`src/rtl/mbcc_pkg.sv`:
```
// Package with shared constants, types and helper functions of the causal convolution.
`default_nettype none

package mbcc_pkg;

  // Array sizes.
  localparam int CHANNELS     = 1024;
  localparam int MAX_BRANCHES = 4;
  localparam int TAP_SLOTS    = 8;
  localparam int KS_REGS      = 4;

  // Field and index widths.
  localparam int CH_W    = 10;
  localparam int BR_W    = 2;
  localparam int TAP_W   = 3;
  localparam int BC_W    = 3;
  localparam int KS_W    = 4;
  localparam int DATA_W  = 16;
  localparam int WADDR_W = TAP_W + CH_W;
  localparam int CFG_IDX_W = 3;
  localparam int CFG_DATA_W = 4;

  // Arithmetic widths: Q3.12 times Q1.14 gives Q.26 products.
  localparam int PROD_W     = 2 * DATA_W;
  localparam int ACC_W      = PROD_W + 6;
  localparam int FRAC_SHIFT = 14;

  localparam logic signed [ACC_W-1:0] ROUND_HALF = ACC_W'(8192);
  localparam logic signed [ACC_W-1:0] SAT_MAX    = ACC_W'(32767);
  localparam logic signed [ACC_W-1:0] SAT_MIN    = ACC_W'(-32768);

  // Request kinds.
  localparam logic FUNC_SAMPLE = 1'b0;
  localparam logic FUNC_LOAD   = 1'b1;

  // Configuration register indexes.
  localparam logic [CFG_IDX_W-1:0] REG_BRANCH_COUNT  = 3'd0;
  localparam logic [CFG_IDX_W-1:0] REG_KERNEL_SIZE_0 = 3'd1;
  localparam logic [CFG_IDX_W-1:0] REG_KERNEL_SIZE_1 = 3'd2;
  localparam logic [CFG_IDX_W-1:0] REG_KERNEL_SIZE_2 = 3'd3;
  localparam logic [CFG_IDX_W-1:0] REG_KERNEL_SIZE_3 = 3'd4;

  typedef logic signed [DATA_W-1:0] word_t;
  typedef word_t [TAP_SLOTS-1:0]    tap_row_t;
  typedef tap_row_t [MAX_BRANCHES-1:0] hist_row_t;
  typedef word_t [MAX_BRANCHES-1:0] wgt_row_t;

  typedef struct packed {
    logic [BC_W-1:0]             branch_count;
    logic [KS_REGS-1:0][KS_W-1:0] kernel_size;
  } cfg_t;

  typedef struct packed {
    logic             clear;
    logic             mul_en;
    logic [TAP_W-1:0] tap;
    logic             sum_en;
  } mac_ctl_t;

  // Active branch count, limited to the branches that exist.
  function automatic logic [BC_W-1:0] eff_branches(input logic [BC_W-1:0] bc);
    eff_branches = (bc > BC_W'(MAX_BRANCHES)) ? BC_W'(MAX_BRANCHES) : bc;
  endfunction

  // Tap count of a branch: zero acts as one, large values stop at the maximum.
  function automatic logic [KS_W-1:0] eff_kernel(input logic [KS_W-1:0] ks);
    if (ks == '0) begin
      eff_kernel = KS_W'(1);
    end else if (ks > KS_W'(TAP_SLOTS)) begin
      eff_kernel = KS_W'(TAP_SLOTS);
    end else begin
      eff_kernel = ks;
    end
  endfunction

endpackage

`default_nettype wire

```
`src/rtl/mbcc_mac.sv`:
```
// Per-branch multiply-accumulate lanes, branch sum, rounding and saturation.
`default_nettype none

module mbcc_mac (
  input  wire                 clk,
  input  wire                 rst,
  input  mbcc_pkg::mac_ctl_t  ctl,
  input  mbcc_pkg::cfg_t      cfg,
  input  mbcc_pkg::hist_row_t hrow,
  input  mbcc_pkg::wgt_row_t  wrow,
  output mbcc_pkg::word_t     conv_out,
  output logic                saturated
);

  logic signed [mbcc_pkg::PROD_W-1:0] prod [mbcc_pkg::MAX_BRANCHES];
  logic signed [mbcc_pkg::ACC_W-1:0]  acc  [mbcc_pkg::MAX_BRANCHES];
  logic signed [mbcc_pkg::ACC_W-1:0]  total;
  logic signed [mbcc_pkg::ACC_W-1:0]  total_next;
  logic signed [mbcc_pkg::ACC_W-1:0]  quot;
  logic                               prod_vld;
  logic [mbcc_pkg::BC_W-1:0]          nb;

  assign nb = mbcc_pkg::eff_branches(cfg.branch_count);

  always_ff @(posedge clk) begin
    if (rst) begin
      prod_vld <= 1'b0;
    end else begin
      prod_vld <= ctl.mul_en;
    end
  end

  // One product per branch per cycle while mul_en is high; inactive branches and taps past the kernel length give zero.
  always_ff @(posedge clk) begin
    for (int b = 0; b < mbcc_pkg::MAX_BRANCHES; b++) begin
      if (ctl.mul_en) begin
        if (mbcc_pkg::BC_W'(b) < nb &&
            mbcc_pkg::KS_W'(ctl.tap) < mbcc_pkg::eff_kernel(cfg.kernel_size[b])) begin
          prod[b] <= $signed(hrow[b][ctl.tap]) * $signed(wrow[b]);
        end else begin
          prod[b] <= '0;
        end
      end
    end
  end

  // Accumulators start clean for every sample.
  always_ff @(posedge clk) begin
    for (int b = 0; b < mbcc_pkg::MAX_BRANCHES; b++) begin
      if (ctl.clear) begin
        acc[b] <= '0;
      end else if (prod_vld) begin
        acc[b] <= acc[b] + mbcc_pkg::ACC_W'(prod[b]);
      end
    end
  end

  // Sum over branches with the half-step rounding offset.
  always_comb begin
    total_next = mbcc_pkg::ROUND_HALF;
    for (int b = 0; b < mbcc_pkg::MAX_BRANCHES; b++) begin
      total_next = total_next + acc[b];
    end
  end

  always_ff @(posedge clk) begin
    if (ctl.sum_en) begin
      total <= total_next;
    end
  end

  // Floor to Q3.12 and clip to the 16-bit range.
  always_comb begin
    quot = total >>> mbcc_pkg::FRAC_SHIFT;
    if (quot > mbcc_pkg::SAT_MAX) begin
      conv_out  = mbcc_pkg::DATA_W'(mbcc_pkg::SAT_MAX);
      saturated = 1'b1;
    end else if (quot < mbcc_pkg::SAT_MIN) begin
      conv_out  = mbcc_pkg::DATA_W'(mbcc_pkg::SAT_MIN);
      saturated = 1'b1;
    end else begin
      conv_out  = quot[mbcc_pkg::DATA_W-1:0];
      saturated = 1'b0;
    end
  end

endmodule

`default_nettype wire

```
`config.mk`:
```
export PLATFORM = sky130hd
export DESIGN_NAME = mbcc_mac
export DESIGN_NICKNAME = d
export VERILOG_FILES = /design/src/rtl/mbcc_pkg.sv /design/src/rtl/mbcc_mac.sv
export SDC_FILE = /design/constraint.sdc
export NUM_CORES = 2
export LEC_CHECK = 0
export ABC_CLOCK_PERIOD_IN_PS = 11900
export BUFFER_PORTS_ARGS = -buffer_cell sky130_fd_sc_hd__buf_4
export CAP_MARGIN = 25
export CELL_PAD_IN_SITES_DETAIL_PLACEMENT = 0
export CELL_PAD_IN_SITES_GLOBAL_PLACEMENT = 1
export CORE_AREA = 2 2 365 367
export DETAILED_ROUTE_END_ITERATION = 6
export DIE_AREA = 0 0 367 369
export GPL_TIMING_DRIVEN = 0
export PLACE_DENSITY = 0.83
export RECOVER_POWER = 50
export REMOVE_ABC_BUFFERS = 1
export SLEW_MARGIN = 5
export SYNTH_ARGS = -nofsm -noshare
export SYNTH_HDL_FRONTEND = slang
export SYNTH_SLANG_ARGS = --single-unit
```
`constraint.sdc`:
```
create_clock -name clk -period 11.9 [get_ports clk]
set_clock_uncertainty 0.05 [all_clocks]
set_input_delay 1.785 -clock clk [delete_from_list [all_inputs] [get_ports clk]]
set_output_delay 1.785 -clock clk [all_outputs]
set_load 0.01 [all_outputs]
```
Word-level counts from Yosys, hierarchy flattened
Memories as Yosys holds them, arrays and structs flattened.
Cells that the tools add are included.
Storage, ports and cells
  register bits after elaboration: 39
  bits in latches: 0
  RAM bits: 280
  memory bits (read-only): 0
  output and inout bits: 17
  memories: 2
Cells by class
  add/sub/neg operators: 8
  multipliers: 4
  div/mod/pow operators: 0
  order comparisons: 16
  equality and inequality tests: 0
  shift operators: 0
  multiplexer cells: 62
  bitwise logic cells: 8
  reductions and logical operators: 8
Memories
  acc: words 4, bits a word 38, rd ports 4, clocked after Yosys merged registers in 0, write ports 4, RTL line mbcc_mac.sv:16  | logic signed [mbcc_pkg::ACC_W-1:0] acc [mbcc_pkg::MAX_BRANCHES];
  prod: words 4, bits a word 32, rd ports 4, clocked after Yosys merged registers in 0, write ports 4, RTL line mbcc_mac.sv:15  | logic signed [mbcc_pkg::PROD_W-1:0] prod [mbcc_pkg::MAX_BRANCHES];
Operators with widths (count)
  16-bit binary-select mux with 3-bit select: 4
  38-bit by 32-bit adder with 38-bit output: 4
  38-bit two-way mux: 4
  16-bit by 16-bit multiplier with 32-bit output: 4
  32-bit two-way mux: 4
  38-bit adder: 3
  16-bit two-way mux: 6
  4-bit two-way mux: 12
  15-bit by 38-bit adder with 38-bit output (first input constant): 1
  1-bit two-way mux: 31
  24-bit by 16-bit > comparator with 1-bit output (second input constant): 1
  24-bit by 16-bit less-than comparator with 1-bit output (second input constant): 1
  4-bit > comparator (second input constant): 4
  4-bit logical NOT: 4
  3-bit by 4-bit less-than comparator with 1-bit output: 4
  1-bit bitwise OR: 8
  1-bit by 3-bit less-than comparator with 1-bit output (first input constant): 2
  2-bit by 3-bit less-than comparator with 1-bit output (first input constant): 2
  1-bit logical AND: 4
  3-bit by 4-bit less-than comparator with 1-bit output (second input constant): 1
  3-bit > comparator (second input constant): 1
  3-bit two-way mux: 1

Depth between registers and ports, before layout
  depth in word-level cells: 10
  depth in mapped cells: 31
  mapped depth without buffers: 26

Least setup slack after synthesis
No wires, ideal clock.
  path type: in2reg
  start: input ctl[1] (netlist name)
  end: memory prod[1][31] (netlist name), data pin
  setup time: 266 ps
  arrival: 9352 ps
  path slack: 2232 ps
  stages on the path: 28
  path buffers: 5
  cells stage by stage: buf_2 clkbuf_1 buf_2 buf_2 mux4_2 mux2_2 clkbuf_1 nand2_1 inv_1 fa_1 fa_1 fa_1 fa_1 fa_1 inv_1 fa_1 inv_1 ha_1 and3_1 and2_1 a221oi_1 o311a_1 nor3_1 a41oi_1 a21boi_0 o41ai_1 xnor2_1 nor2_1
RTL lines
  start, declared: RTL line mbcc_mac.sv:7  | input mbcc_pkg::mac_ctl_t ctl,
  end, declared: RTL line mbcc_mac.sv:15

==> impl_results.md <==
- Status: complete, but fails checks
- Violated checks: capacitance limit, slew limit
- Final Hold Viols: 0
- Die width: 367 um
- First-pass GRT wire length: 262000 um
- FF/Latch Area: 8830 um2
- Routed vias: 46400
- Clock Path Buffers: 3
- CTS resizes: 0
- GRT overflow: 0
- Setup crit start kind: input pin
- Wirelength per Cell: 17.8 um
- Clk_lat worst skew: 540 ps
- Buffers on Ports: 619
- CTS tree: done
- DP Worst Slack: 1240 ps
- Placed Instances: 8694
- Synth Warn #: 0
- WP data required: 12180 ps
- Drc violations: 0
- WL final: 156000 um
- CP dominant cell by count: fa_1
- Mux cell area share after synthesis: 5.71%
- Register area share after synthesis: 13.8%
- Period utilization: 84.0%
- Final nets: 9259
- Final Max Slew Viols: 452
- # clock sinks: 305
- Max_cap viols: 8
- Post-route setup slack: 1910 ps
- DP Wirelength: 130000 um
- Total negative setup slack: 0 ps
- Final ANT Viol Nets: 0
- Cts-stage hold buffer count: 0
- Hold Crit Class: reg2reg
- Multi-input gate area: 49600 um2
- Avg Inst Size Synth: 9.81 um2
- Cells after Synth: 6513
- Critical Path Fanout Max: 69
- Worst setup EP type: flop
- Filler Cell Count: 11800
- Initial Util: 48.7%
- CP Class: in2reg
- Most frequent cells in the layout: 1251 x inv_1, 1125 x fa_1, 614 x buf_4
- Max_slew headroom: -157%
- Post-CTS setup buffer count: 0
- Mapped Area: 63900 um2
- Number of flops mapped to enable cells by yosys: 272
- CTS Buf Count: 35
- Vias per inst: 5.30
- Synth cell types: 76
- DIE AREA: 135000 um2
- Core area: 131000 um2
- Initial antenna violation count: 0
- Die Height: 369 um
- Crit path largest cell delay: 670 ps
- Iter 0 DRT Violations: 2414
- RePlAce Congestion: 0.891
- Maximum clock frequency: 100 MHz
- Layout cell share with drive strength beyond 1: 13.2%
- Area growth syn-to-layout: 11.9%
- Most common cell after layout, fill and taps aside: inv_1
- Simple-Gate Fraction of Synth Area: 14.3%
- Critical Path Slowest Stage Cell: o41ai_1
- H-tree levels: 2
- Synth Area in XOR/XNOR: 3.58%
- Yosys reg bits: 305
- Row cnt: 133
- Adder-cell area share of the yosys netlist: 46.1%
- Final setup violation count: 0
- RSZ-0062 raised after global routing: no
- Worst EP arrival: 10270 ps
- Main flop type after synthesis: edfxtp_1
- Largest net degree at the start of global routing: 81
- Layout Cells excl Fill: 8761
- Clock transition at path regs: 60 ps
- Boundary Pins: 620
- GRT Util Overall: 23.8%
- Clk root buf: clkbuf_16
- Worst slew pin tran: 3860 ps
- Number of global-route vias before repair: 50900
- First-pass detailed-route iteration total: 7
- Tmin final: 9990 ps
- Main combinational cell family by area after synthesis: adder cells
- FFs w/ async S/R, synth: 0%
- Synth Area in Compound Gates: 7.88%
==> critical path, delay by kind of cell <==
family	cells	cell delay [ps]
fa+ha+maj	7	3310
compound gates	7	2130
buf+inv	6	1160
mux	2	1030
simple gates	3	590
xor+xnor	1	150
==> flip-flops by register name (all words and copies together), names as in the netlist <==
register / cells
acc: 152
prod: 128
total: 24
prod_vld: 1
==> per-layer routing <==
| layer | part of all wire, % | GRT usage (%) | vias up |
|---|---|---|---|
| li1 | - | - | 21800 |
| met1 | 43 | 31.7 | 23300 |
| met2 | 50 | 42.0 | 1162 |
| met3 | 4.8 | 2.44 | 191 |
| met4 | 2.1 | 5.15 | 0 |
| met5 | 0 | 0 | - |
==> final cells by class <==
| type | count | area share, % |
|---|---|---|
| clock buffers | 45 | 1.34 |
| clock inverters | 18 | 0.317 |
| flip-flops and latches | 305 | 12.4 |
| diodes | 2 | 0.00700 |
| repair buffers | 645 | 6.97 |
| inverters | 1251 | 6.57 |
| multi-input cells | 4740 | 69.4 |
| well taps | 1755 | 3.07 |
==> stage by stage <==
stage               utilization (%)  cell area (um2)  hold slack (ps)
floorplan                         -            63000              388
global placement               53.3            69900              411
detailed placement             53.7            70400              419
CTS                            54.6            71600              433
global route                   54.5            71400              451
finish                         54.5            71400              426
==> synth_stat cells, types with 9 or more instances <==
cell / count / area share, %
a211o_1: 13 / 0.18
a211oi_1: 26 / 0.31
a21boi_0: 12 / 0.14
a21o_1: 111 / 1.3
a21oi_1: 208 / 1.6
a31o_2: 9 / 0.12
a31oi_1: 25 / 0.24
and2_1: 401 / 3.9
and3_1: 23 / 0.23
buf_1: 9 / 0.053
buf_2: 13 / 0.10
clkbuf_1: 195 / 1.1
dfxtp_1: 33 / 1.0
edfxtp_1: 272 / 13
fa_1: 1125 / 35
ha_1: 553 / 11
inv_1: 1251 / 7.4
mux2_2: 53 / 0.93
mux2i_1: 17 / 0.27
mux4_2: 128 / 4.5
nand2_1: 536 / 3.2
nand2b_1: 98 / 0.96
nand3_1: 52 / 0.41
nand4_1: 25 / 0.24
nor2_1: 365 / 2.1
nor2b_1: 171 / 1.7
nor3_1: 81 / 0.63
nor3b_1: 13 / 0.15
nor4_1: 10 / 0.098
o211ai_1: 10 / 0.12
o21a_1: 70 / 0.82
o21ai_0: 138 / 1.1
o21bai_1: 30 / 0.35
o22ai_1: 16 / 0.16
o31ai_1: 19 / 0.22
o41ai_1: 10 / 0.14
or2_2: 23 / 0.23
or3_1: 12 / 0.12
xnor2_1: 155 / 2.1
xor2_1: 106 / 1.5
==> kinds of logic (layout without fill, tap and decap cells) <==
logic type / Yosys count / in the layout
DFF: 305 / 305
xor gates and xnor gates: 261 / 261
muxes: 198 / 198
other: 0 / 2
buffers and inverters: 1468 / 1959
AOI/OAI and AO/OA: 772 / 772
and+or+nand+nor: 1831 / 1831
adders and majority gates: 1678 / 1678
==> path summary, 6_finish.rpt <==
kind	slack, ps	startpoint	cells past startpoint	end
setup / recovery	1910	ctl[1]	26	prod[3][31]
hold / removal	430	prod[2][7]	2	prod[2][7]
setup reg to reg	6140	prod_vld	2	acc[1][2]
hold reg to reg	430	prod[2][7]	2	prod[2][7]
Power is left out: the tool's default activity adds up to more than one toggle a clock period on the data nets, which glitch-free logic cannot reach.
